===== config.mk =====
export PLATFORM = sky130hd
export DESIGN_NAME = lru_key_value_cache_unit
export DESIGN_NICKNAME = d
export VERILOG_FILES = /design/src/hdl/lru_kv_pkg.sv /design/src/hdl/lru_kv_ctrl.sv /design/src/hdl/lru_kv_datapath.sv /design/src/hdl/lru_key_value_cache_unit.sv
export SDC_FILE = /design/constraint.sdc
export NUM_CORES = 2
export LEC_CHECK = 0
export BUFFER_PORTS_ARGS = -buffer_cell sky130_fd_sc_hd__buf_2
export CAP_MARGIN = 0
export CORE_MARGIN = 2
export CORE_UTILIZATION = 61
export CTS_CLUSTER_SIZE = 25
export DETAILED_ROUTE_END_ITERATION = 8
export MAX_ROUTING_LAYER = met4
export PLACE_DENSITY = 0.82
export SLEW_MARGIN = 20
export SYNTH_ARGS = -nofsm -noshare
export SYNTH_HDL_FRONTEND = slang
export SYNTH_SLANG_ARGS = --single-unit

===== constraint.sdc =====
create_clock -name clk -period 4.7 [get_ports clk]
set_input_delay 1.41 -clock clk [delete_from_list [all_inputs] [get_ports clk]]
set_output_delay 1.41 -clock clk [all_outputs]
set_load 0.05 [all_outputs]

===== src/hdl/lru_kv_pkg.sv =====
// Shared constants, types and state encoding for the LRU key-value cache.
`timescale 1ns / 1ps

package lru_kv_pkg;

  localparam int ENTRIES   = 16;
  localparam int IDX_W     = (ENTRIES > 1) ? $clog2(ENTRIES) : 1;
  localparam int CAP_W     = 5;
  localparam int WORD_W    = 32;
  localparam int KEEP_W    = (IDX_W + 1 > CAP_W) ? IDX_W + 1 : CAP_W;

  localparam logic [CAP_W-1:0]  CAP_RESET  = CAP_W'(ENTRIES);
  localparam logic [WORD_W-1:0] MISS_VALUE = '1;
  localparam logic [WORD_W-1:0] SET_VALUE  = '0;

  localparam logic MODE_GET = 1'b0;
  localparam logic MODE_SET = 1'b1;

  typedef enum logic [1:0] {
    ST_IDLE,
    ST_SCAN,
    ST_COMMIT
  } lru_kv_state_t;

  typedef struct packed {
    logic start;
    logic commit;
  } lru_kv_cmd_t;

  typedef struct packed {
    logic scan_done;
    logic out_free;
  } lru_kv_sts_t;

endpackage


===== src/hdl/lru_kv_ctrl.sv =====
// Controller state machine: accept a request, run the scan, commit the update.
`timescale 1ns / 1ps

module lru_kv_ctrl (
  input  logic                   clk,
  input  logic                   rst,
  input  logic                   in_valid,
  output logic                   in_ready,
  input  lru_kv_pkg::lru_kv_sts_t sts,
  output lru_kv_pkg::lru_kv_cmd_t cmd
);

  lru_kv_pkg::lru_kv_state_t state, state_next;

  always_ff @(posedge clk) begin
    if (rst) begin
      state <= lru_kv_pkg::ST_IDLE;
    end else begin
      state <= state_next;
    end
  end

  always_comb begin
    state_next = state;
    in_ready   = 1'b0;
    cmd        = '0;
    case (state)
      lru_kv_pkg::ST_IDLE: begin
        in_ready = 1'b1;
        if (in_valid) begin
          cmd.start  = 1'b1;
          state_next = lru_kv_pkg::ST_SCAN;
        end
      end
      lru_kv_pkg::ST_SCAN: begin
        if (sts.scan_done) begin
          state_next = lru_kv_pkg::ST_COMMIT;
        end
      end
      lru_kv_pkg::ST_COMMIT: begin
        if (sts.out_free) begin
          cmd.commit = 1'b1;
          state_next = lru_kv_pkg::ST_IDLE;
        end
      end
      default: begin
        state_next = lru_kv_pkg::ST_IDLE;
      end
    endcase
  end

endmodule


===== src/hdl/lru_kv_datapath.sv =====
// Datapath: entry stores, recency ranks, scan pipeline and result register.
`timescale 1ns / 1ps

module lru_kv_datapath (
  input  logic                                clk,
  input  logic                                rst,
  input  logic                                cfg_we,
  input  logic [lru_kv_pkg::CAP_W-1:0]        cfg_wdata,
  input  logic                                mode,
  input  logic signed [lru_kv_pkg::WORD_W-1:0] key,
  input  logic signed [lru_kv_pkg::WORD_W-1:0] value,
  input  lru_kv_pkg::lru_kv_cmd_t             cmd,
  output lru_kv_pkg::lru_kv_sts_t             sts,
  output logic                                out_valid,
  input  logic                                out_ready,
  output logic                                hit,
  output logic signed [lru_kv_pkg::WORD_W-1:0] read_value
);

  localparam int N   = lru_kv_pkg::ENTRIES;
  localparam int IW  = lru_kv_pkg::IDX_W;
  localparam int WW  = lru_kv_pkg::WORD_W;
  localparam int KW  = lru_kv_pkg::KEEP_W;

  logic [lru_kv_pkg::CAP_W-1:0] capacity;

  logic          req_mode;
  logic [WW-1:0] req_key;
  logic [WW-1:0] req_value;

  logic [WW-1:0] key_mem [N];
  logic [WW-1:0] val_mem [N];
  logic [WW-1:0] key_rd;
  logic [WW-1:0] val_rd;

  logic [N-1:0]  valid;
  logic [IW-1:0] rank [N];

  logic          issue_active;
  logic [IW-1:0] scan_idx;
  logic          cmp_vld;
  logic [IW-1:0] cmp_idx;

  logic          found;
  logic [IW-1:0] found_idx;
  logic [WW-1:0] found_val;
  logic [IW-1:0] found_rank;
  logic          slot_ok;
  logic [IW-1:0] slot_idx;

  logic [KW-1:0] eff_cap;
  logic [KW-1:0] keep;
  logic          hit_here;
  logic          free_here;

  logic          key_we;
  logic          val_we;
  logic [IW-1:0] val_waddr;

  // Capacity register, clamped to 1..ENTRIES where it is used.
  always_ff @(posedge clk) begin
    if (rst) begin
      capacity <= lru_kv_pkg::CAP_RESET;
    end else if (cfg_we) begin
      capacity <= cfg_wdata;
    end
  end

  always_comb begin
    eff_cap = KW'(capacity);
    if (capacity == '0) begin
      eff_cap = KW'(1);
    end else if (KW'(capacity) > KW'(N)) begin
      eff_cap = KW'(N);
    end
    keep = eff_cap - KW'(1);
  end

  // Hold the request while it is worked on.
  always_ff @(posedge clk) begin
    if (cmd.start) begin
      req_mode  <= mode;
      req_key   <= key;
      req_value <= value;
    end
  end

  // Scan address counter and compare-stage tag.
  always_ff @(posedge clk) begin
    if (rst) begin
      issue_active <= 1'b0;
      scan_idx     <= '0;
      cmp_vld      <= 1'b0;
      cmp_idx      <= '0;
    end else begin
      cmp_vld <= issue_active;
      cmp_idx <= scan_idx;
      if (cmd.start) begin
        issue_active <= 1'b1;
        scan_idx     <= '0;
      end else if (issue_active) begin
        if (scan_idx == IW'(N - 1)) begin
          issue_active <= 1'b0;
        end
        scan_idx <= scan_idx + IW'(1);
      end
    end
  end

  assign hit_here  = cmp_vld && valid[cmp_idx] && (key_rd == req_key);
  assign free_here = cmp_vld && (!valid[cmp_idx] || (KW'(rank[cmp_idx]) >= keep));

  // Record the matching entry and the first slot free after eviction.
  always_ff @(posedge clk) begin
    if (rst) begin
      found   <= 1'b0;
      slot_ok <= 1'b0;
    end else if (cmd.start) begin
      found   <= 1'b0;
      slot_ok <= 1'b0;
    end else begin
      if (hit_here && !found) begin
        found <= 1'b1;
      end
      if (free_here && !slot_ok) begin
        slot_ok <= 1'b1;
      end
    end
  end

  always_ff @(posedge clk) begin
    if (hit_here && !found) begin
      found_idx  <= cmp_idx;
      found_val  <= val_rd;
      found_rank <= rank[cmp_idx];
    end
    if (free_here && !slot_ok) begin
      slot_idx <= cmp_idx;
    end
  end

  // Store writes at commit: value update on a set hit, insert on a set miss.
  always_comb begin
    key_we    = cmd.commit && (req_mode == lru_kv_pkg::MODE_SET) && !found;
    val_we    = cmd.commit && (req_mode == lru_kv_pkg::MODE_SET);
    val_waddr = found ? found_idx : slot_idx;
  end

  always_ff @(posedge clk) begin
    if (issue_active) begin
      key_rd <= key_mem[scan_idx];
    end
    if (key_we) begin
      key_mem[slot_idx] <= req_key;
    end
  end

  always_ff @(posedge clk) begin
    if (issue_active) begin
      val_rd <= val_mem[scan_idx];
    end
    if (val_we) begin
      val_mem[val_waddr] <= req_value;
    end
  end

  // Valid bits and recency ranks, updated per entry at commit.
  always_ff @(posedge clk) begin
    if (rst) begin
      valid <= '0;
      for (int i = 0; i < N; i++) begin
        rank[i] <= '0;
      end
    end else if (cmd.commit) begin
      if (found) begin
        for (int i = 0; i < N; i++) begin
          if (IW'(i) == found_idx) begin
            rank[i] <= '0;
          end else if (valid[i] && (rank[i] < found_rank)) begin
            rank[i] <= rank[i] + IW'(1);
          end
        end
      end else if (req_mode == lru_kv_pkg::MODE_SET) begin
        for (int i = 0; i < N; i++) begin
          if (IW'(i) == slot_idx) begin
            valid[i] <= 1'b1;
            rank[i]  <= '0;
          end else if (valid[i] && (KW'(rank[i]) >= keep)) begin
            valid[i] <= 1'b0;
            rank[i]  <= '0;
          end else if (valid[i]) begin
            rank[i] <= rank[i] + IW'(1);
          end
        end
      end
    end
  end

  // Result register.
  always_ff @(posedge clk) begin
    if (rst) begin
      out_valid <= 1'b0;
    end else if (cmd.commit) begin
      out_valid <= 1'b1;
    end else if (out_ready) begin
      out_valid <= 1'b0;
    end
  end

  always_ff @(posedge clk) begin
    if (cmd.commit) begin
      hit <= found;
      if (req_mode == lru_kv_pkg::MODE_SET) begin
        read_value <= lru_kv_pkg::SET_VALUE;
      end else if (found) begin
        read_value <= found_val;
      end else begin
        read_value <= lru_kv_pkg::MISS_VALUE;
      end
    end
  end

  assign sts.scan_done = cmp_vld && (cmp_idx == IW'(N - 1));
  assign sts.out_free  = !out_valid || out_ready;

`ifndef SYNTHESIS
  a_commit_into_free_slot: assert property (@(posedge clk) disable iff (rst)
    cmd.commit |-> (!out_valid || out_ready))
    else $error("commit while result register is occupied");

  a_commit_shows_result: assert property (@(posedge clk) disable iff (rst)
    cmd.commit |=> out_valid)
    else $error("commit did not produce a result");

  a_set_reads_zero: assert property (@(posedge clk) disable iff (rst)
    (cmd.commit && (req_mode == lru_kv_pkg::MODE_SET)) |=> (read_value == '0))
    else $error("set request returned a nonzero value");

  a_insert_has_slot: assert property (@(posedge clk) disable iff (rst)
    (cmd.commit && (req_mode == lru_kv_pkg::MODE_SET) && !found) |-> slot_ok)
    else $error("insert without a free slot");
`endif

endmodule


===== src/hdl/lru_key_value_cache_unit.sv =====
// Top level of the fully associative LRU key-value cache.
`timescale 1ns / 1ps
//
// Usage:
//   Request channel (in_valid/in_ready): mode (0 get, 1 set), key, value.
//   Result channel (out_valid/out_ready): hit and read_value. A get returns
//   the stored value on a hit and all ones on a miss; a set returns zero,
//   with hit telling whether the key was already present.
//   Configuration: cfg_we/cfg_wdata write the capacity register (1..16
//   entries kept before eviction; zero acts as one, larger values as 16).
//   Write it only while no request is in flight.
// Timing:
//   One request at a time. A request is accepted, its scan then reads the
//   16 entries through the registered key/value store read port (one
//   entry per cycle, plus one compare stage), and it is then committed;
//   a new request is taken only after that commit.
// Reset (rst, synchronous): all entries invalid, ranks cleared, capacity 16.
// Stall: a finished result waits in the output register; the next request is
//   still accepted and scanned, and its commit holds until the result is taken.

module lru_key_value_cache_unit (
  input  logic                                 clk,
  input  logic                                 rst,
  input  logic                                 cfg_we,
  input  logic [lru_kv_pkg::CAP_W-1:0]         cfg_wdata,
  input  logic                                 in_valid,
  output logic                                 in_ready,
  input  logic                                 mode,
  input  logic signed [lru_kv_pkg::WORD_W-1:0] key,
  input  logic signed [lru_kv_pkg::WORD_W-1:0] value,
  output logic                                 out_valid,
  input  logic                                 out_ready,
  output logic                                 hit,
  output logic signed [lru_kv_pkg::WORD_W-1:0] read_value
);

  lru_kv_pkg::lru_kv_cmd_t cmd;
  lru_kv_pkg::lru_kv_sts_t sts;

  // Sequence each request: accept, scan, commit.
  lru_kv_ctrl u_ctrl (
    .clk      (clk),
    .rst      (rst),
    .in_valid (in_valid),
    .in_ready (in_ready),
    .sts      (sts),
    .cmd      (cmd)
  );

  // Stores, ranks, match search and the result register.
  lru_kv_datapath u_datapath (
    .clk        (clk),
    .rst        (rst),
    .cfg_we     (cfg_we),
    .cfg_wdata  (cfg_wdata),
    .mode       (mode),
    .key        (key),
    .value      (value),
    .cmd        (cmd),
    .sts        (sts),
    .out_valid  (out_valid),
    .out_ready  (out_ready),
    .hit        (hit),
    .read_value (read_value)
  );

endmodule

Word-level counts from Yosys, hierarchy flattened:

Memory sizes are Yosys's and may differ from the RTL's. A register that Yosys moved wholly into a read port is not among the register bits.
Index checks and enable logic that the tools add are counted.

* $add $sub $neg: 18
* order comparisons: 35
* eq/ne operators: 38
* multiplexer cells: 651
* bitwise logic cells: 81
* reduce and logical (&&, ||, !) cells: 85

Operators with widths (number)
* 1-bit two-way mux: 561
* 4-bit two-way mux: 82
* 4-bit by 5-bit greater-or-equal comparator with 1-bit output: 17
* 1-bit bitwise OR: 80
* 4-bit by 1-bit adder with 4-bit output, second input constant: 17
* 4-bit == test, first input constant: 16
* 4-bit less-than comparator: 16
* 4-bit AND reduction: 16
* 1-bit logical AND: 40
* 2-bit nonzero test: 17
* 3-bit by 4-bit == test with 1-bit output, first input constant: 8
* 32-bit == test: 1
* 32-bit two-way mux: 1
* 2-bit by 4-bit == test with 1-bit output, first input constant: 4
* 5-bit two-way mux: 2
* 1-bit by 4-bit == test with 1-bit output, first input constant: 2
* 4-bit == test, second input constant: 2
* 4-bit zero test: 2
* 2-bit two-way mux: 3
* 2-bit != test, second input constant: 3
* 2-bit one-hot mux with 3 select lines: 1
* 5-bit greater-than comparator, second input constant: 1
* 5-bit zero test: 1
* 4-bit by 5-bit less-than comparator with 1-bit output, second input constant: 1
* other kinds (10): 14

* bits in registers: 178
* RAM bits: 1088
* input port bits: 75
* output and inout port bits: 35
* logic and storage cells: 945
* memories: 3

Memories
* u_datapath.key_mem: depth 16, width 32, read ports 1, clocked after memory_dff 1, write ports 1, line lru_kv_datapath.sv:31 `logic [WW-1:0] key_mem [N];`
* u_datapath.val_mem: depth 16, width 32, read ports 1, clocked after memory_dff 1, write ports 1, line lru_kv_datapath.sv:32 `logic [WW-1:0] val_mem [N];`
* u_datapath.rank: depth 16, width 4, read ports 17, clocked after memory_dff 1, write ports 16, line lru_kv_datapath.sv:37 `logic [IW-1:0] rank [N];`

Longest topological paths before layout:

* depth after elaboration: 15
* depth in mapped cells: 11

By module:

From an unflattened synthesis, not the netlist that was laid out.

* cells, all modules: 2624
* area total of the unflattened synthesis: 53730.3 sq um

Modules (own cells, without submodules)
* lru_kv_datapath: instances 1, cells each 2613, area an instance 53633.9 sq um
* lru_kv_ctrl: instances 1, cells each 11, area an instance 96.3 sq um

Least setup slack after synthesis:

No wires, ideal clock.

* kind: input -> register
* start point: input out_ready
* end point: memory u_datapath.rank[12][0] in the netlist's numbering, enable pin
* arrival time: 3.591 ns
* slack: 0.764 ns
* cell stages on the path: 5
* buffers on the path: 0
* cell sequence: nand2b_1 -> nand3_1 -> nor2_1 -> a311oi_1 -> o211ai_1

RTL lines
* from (decl): line lru_key_value_cache_unit.sv:32 `input logic out_ready,`
* to (decl): line lru_kv_datapath.sv:37

Worst setup path after layout:

* start point: register u_datapath.req_key[18]
* end point: register u_datapath.found_val[9], enable pin

* cells in the longest elaborated chain, start to end: 3

Ends and longest elaborated chain
* from (decl): line lru_kv_datapath.sv:28 `logic [WW-1:0] req_key;`
* from (signal assigned): line lru_kv_datapath.sv:83 `req_key <= key;`
* 32-bit == test: line lru_kv_datapath.sv:110 `assign hit_here = cmp_vld && valid[cmp_idx] && (key_rd == req_key);`
* 1-bit logical AND: line lru_kv_datapath.sv:110
* 1-bit logical AND: line lru_kv_datapath.sv:132 `if (hit_here && !found) begin`
* to (signal assigned): line lru_kv_datapath.sv:134 `found_val <= val_rd;`
* to (decl): line lru_kv_datapath.sv:46 `logic [WW-1:0] found_val;`

Every way passes these cells.
A chain may end at the register's enable or synchronous reset.

==> results.sh <==
export IMPL_initial_core_util=0.6175
export IMPL_p_leak_nw=19.63
export IMPL_drive_above_1_share=0.2562
export IMPL_start_kind="flop"
export IMPL_cts_clk_slew_worst_paths_ns=0.06
export IMPL_die_h_um=301.0
export IMPL_synth_area_um2=53820
export IMPL_yosysTopAreaCell="edfxtp_1"
export IMPL_cts_hold_buf=0
export IMPL_grt_pass1_vias=29400
export IMPL_synth_nets=2846
export IMPL_synth_edf_count=1294
export IMPL_peakVddDrop_v=0.0005103
export IMPL_drt_pass1_iter_count=6
export IMPL_skew_ns=0.03454
export IMPL_seq_area_frac_synth=0.7354
export IMPL_dieArea_um2=90620
export IMPL_min_path_type="flop to flop"
export IMPL_grt_first_pass_wirelength_um=209000
export IMPL_syn_inst=2654
export IMPL_core_um2=87160
export IMPL_maxCapViolCount=0
export IMPL_synth_top_cell_area_share=0.7220
export IMPL_io_buffers=109
export IMPL_antenna_found_initial=4
export IMPL_die_w_um=301.0
export IMPL_max_freq_mhz=276.7
export IMPL_slew_limit_headroom=0.2057
export IMPL_worstSetupPathType="flop to flop"
export IMPL_synth_distinct_cells=63
export IMPL_gp_congestion=0.9291
export IMPL_grt_util_all_layers=0.3387
export IMPL_clk_latency_ns=0.74
export IMPL_cts_setup_buffers=0
export IMPL_dp_cells=3871
export IMPL_clock_sinks=1330
export IMPL_crit_arrival_ns=3.95
export IMPL_ant_nets=0
export IMPL_grt_max_degree=101
export IMPL_rows=108
export IMPL_drtIter0Drc=4459
export IMPL_final_instance_count_excl_fill=4113
export IMPL_ys_flop_type="edfxtp_1"
export IMPL_area_growth_pct=12.45
export IMPL_worstMarginPinSlew_ns=1.191
export IMPL_min_period_ns=3.614
export IMPL_syn_area_per_cell_um2=20.28
export IMPL_avgRoutedWirePerCell_um=36.31
export IMPL_final_nets=3043
export IMPL_clockBufferDepth=3
export IMPL_via_per_inst=7.056
export IMPL_async_flop_share=0
export IMPL_yosys_warnings=0
export IMPL_cts_htree_levels=4
export IMPL_synth_ff_latch_count=1330
export IMPL_worstPathRequired_ns=5.04
export IMPL_outcome="completed"
export IMPL_drv_slew=0
export IMPL_cts_resized=0
export IMPL_synth_area_leaders="edfxtp_1 72%, mux4_2 14%, ha_1 2.7%, dfxtp_1 1.3%, nor2_1 0.76%"
export IMPL_p_per_area_nw_per_um2=409.7
export IMPL_drc=0
export IMPL_grt_overflow_total=0
export IMPL_fin_crit_sh=0.7690
export IMPL_path_max_fanout=41
export IMPL_dp_hpwl_um=73860
export IMPL_total_power_mw=24.79
export IMPL_routed_wl_um=149300
export IMPL_rsz0062_at_grt="no"
export IMPL_cts_buffers=132
export IMPL_num_vias=29020
export IMPL_tritoncts="built"
export IMPL_clock_root_buffer="clkbuf_16"
export IMPL_timing_critical_path_to_type="flop"
export IMPL_pin_count=110
export IMPL_setup_viol=0
export IMPL_setup_tns_ns=0
export IMPL_hold_viol_final=0
## power breakdown
group / switching [mW] / total (mW) / internal, mW
registers: 0.241 / 13.3 / 13.1
clock network: 4.66 / 10.6 / 5.97
logic: 0.424 / 0.824 / 0.399
total: 5.32 / 24.8 / 19.5
## cells by family after synthesis
kind of cell	count (synthesis)	synth area share
flip-flops	1330	0.7354
multiplexers	355	0.1467
AND/OR/NAND/NOR	338	0.03213
AO/OA/AOI/OAI	249	0.03043
buffers and inverters	193	0.01634
adder cells (fa/ha/maj)	121	0.02795
XOR/XNOR	68	0.01107
## final cells by class
cell class / instances / area, um^2
diodes: 3 / 7.507
clock buffers: 167 / 3582
clock inverters: 71 / 651.9
fillers: 4938 / 26640
inverters: 72 / 270.3
multi-input cells: 1131 / 13540
flip-flops and latches: 1330 / 39600
well taps: 1155 / 1445
repair buffers: 184 / 1416
## critical path: stages (launching register included)
cell      delay [ns]
edfxtp_1        0.76
xor2_1          0.25
nor4_1          0.93
nand4_1         0.34
nor3_4          0.20
buf_4           0.69
## cells in the mapped netlist (8+ instances only)
cell      instances
edfxtp_1       1294
mux4_2          335
ha_1            117
nor2_1          109
inv_1            70
a21oi_1          69
clkbuf_1         57
o21ai_0          50
nand2_1          47
a21o_1           41
xnor2_1          41
nand3_1          40
dfxtp_1          36
nand2b_1         36
buf_2            28
nor2b_1          28
xor2_1           27
buf_4            20
and3_1           14
o211ai_1         14
a21boi_0         11
a31oi_1          11
nor3_1           11
nor4b_1          11
o21a_1           11
buf_1            10
mux2i_1          10
mux4_1            9
a32oi_1           8
nand4_1           8
## flip-flops by register name, indices dropped and copies added, names as in the netlist, 5 cells and up
signal / count
u_datapath.key_mem: 512
u_datapath.req_key: 32
u_datapath.read_value: 32
u_datapath.req_value: 32
u_datapath.val_mem: 512
u_datapath.found_val: 32
u_datapath.capacity: 5
u_datapath.key_rd: 32
u_datapath.valid: 16
u_datapath.rank: 64
u_datapath.val_rd: 32
## cell usage in the layout, fill, tap and decap left out, types with 6 or more instances in the layout
cell type,instances
nand3_1,40
bufinv_16,10
clkbuf_1,27
inv_2,11
o21ai_0,50
buf_4,51
a21oi_1,68
clkbuf_16,138
nor2_1,87
mux2i_1,10
ha_1,117
o211ai_1,14
clkinv_2,20
nor2b_1,28
a32oi_1,8
xor2_1,27
mux4_1,9
nand2_1,47
nor2_4,22
inv_1,60
a221o_1,6
a21boi_0,11
nand4_1,8
buf_2,109
mux4_2,335
o21a_1,11
a21o_1,41
and3_1,14
dfxtp_1,30
buf_12,23
nor4b_1,11
a31oi_1,10
xnor2_1,41
nand2b_1,36
nor3_1,11
edfxtp_1,1294
o2111ai_1,6
clkinv_1,28
## per-layer routing
metal,global-route usage,vias to the layer above,share of wire,wire length (um)
met2,0.5344,2500,0.50,74740
li1,-,11300,-,-
met4,0.1452,0,0.045,6783
met1,0.4265,14800,0.35,52150
met3,0.07965,422,0.10,15660
met5,-,-,0,0
## worst paths after layout
check | slack (ns) | cells past startpoint | from | end
worst max register to register | 1.09 | 5 | u_datapath.req_key[18]$_DFFE_PP_ | u_datapath.found_val[9]$_DFFE_PP_
worst min register to register | 0.42 | 0 | u_datapath.val_rd[10]$_DFFE_PP_ | u_datapath.found_val[10]$_DFFE_PP_
worst max-delay path | 1.09 | 5 | u_datapath.req_key[18]$_DFFE_PP_ | u_datapath.found_val[9]$_DFFE_PP_
worst min-delay path | 0.42 | 0 | u_datapath.val_rd[10]$_DFFE_PP_ | u_datapath.found_val[10]$_DFFE_PP_
## through the flow
stage | utilization | hold WS, ns | setup slack (ns) | area, um^2
2_1_floorplan | - | 0.4003 | 0.7644 | 53820
3_3_place_gp | 0.6453 | 0.4023 | 0.9355 | 56240
3_5_place_dp | 0.6453 | 0.4045 | 0.8591 | 56240
4_1_cts | 0.6938 | 0.4215 | 1.207 | 60470
5_1_grt | 0.6943 | 0.4320 | 1.091 | 60520
6_report | 0.6943 | 0.4200 | 1.086 | 60520
Note: power is estimated with default switching activity, not from simulation.
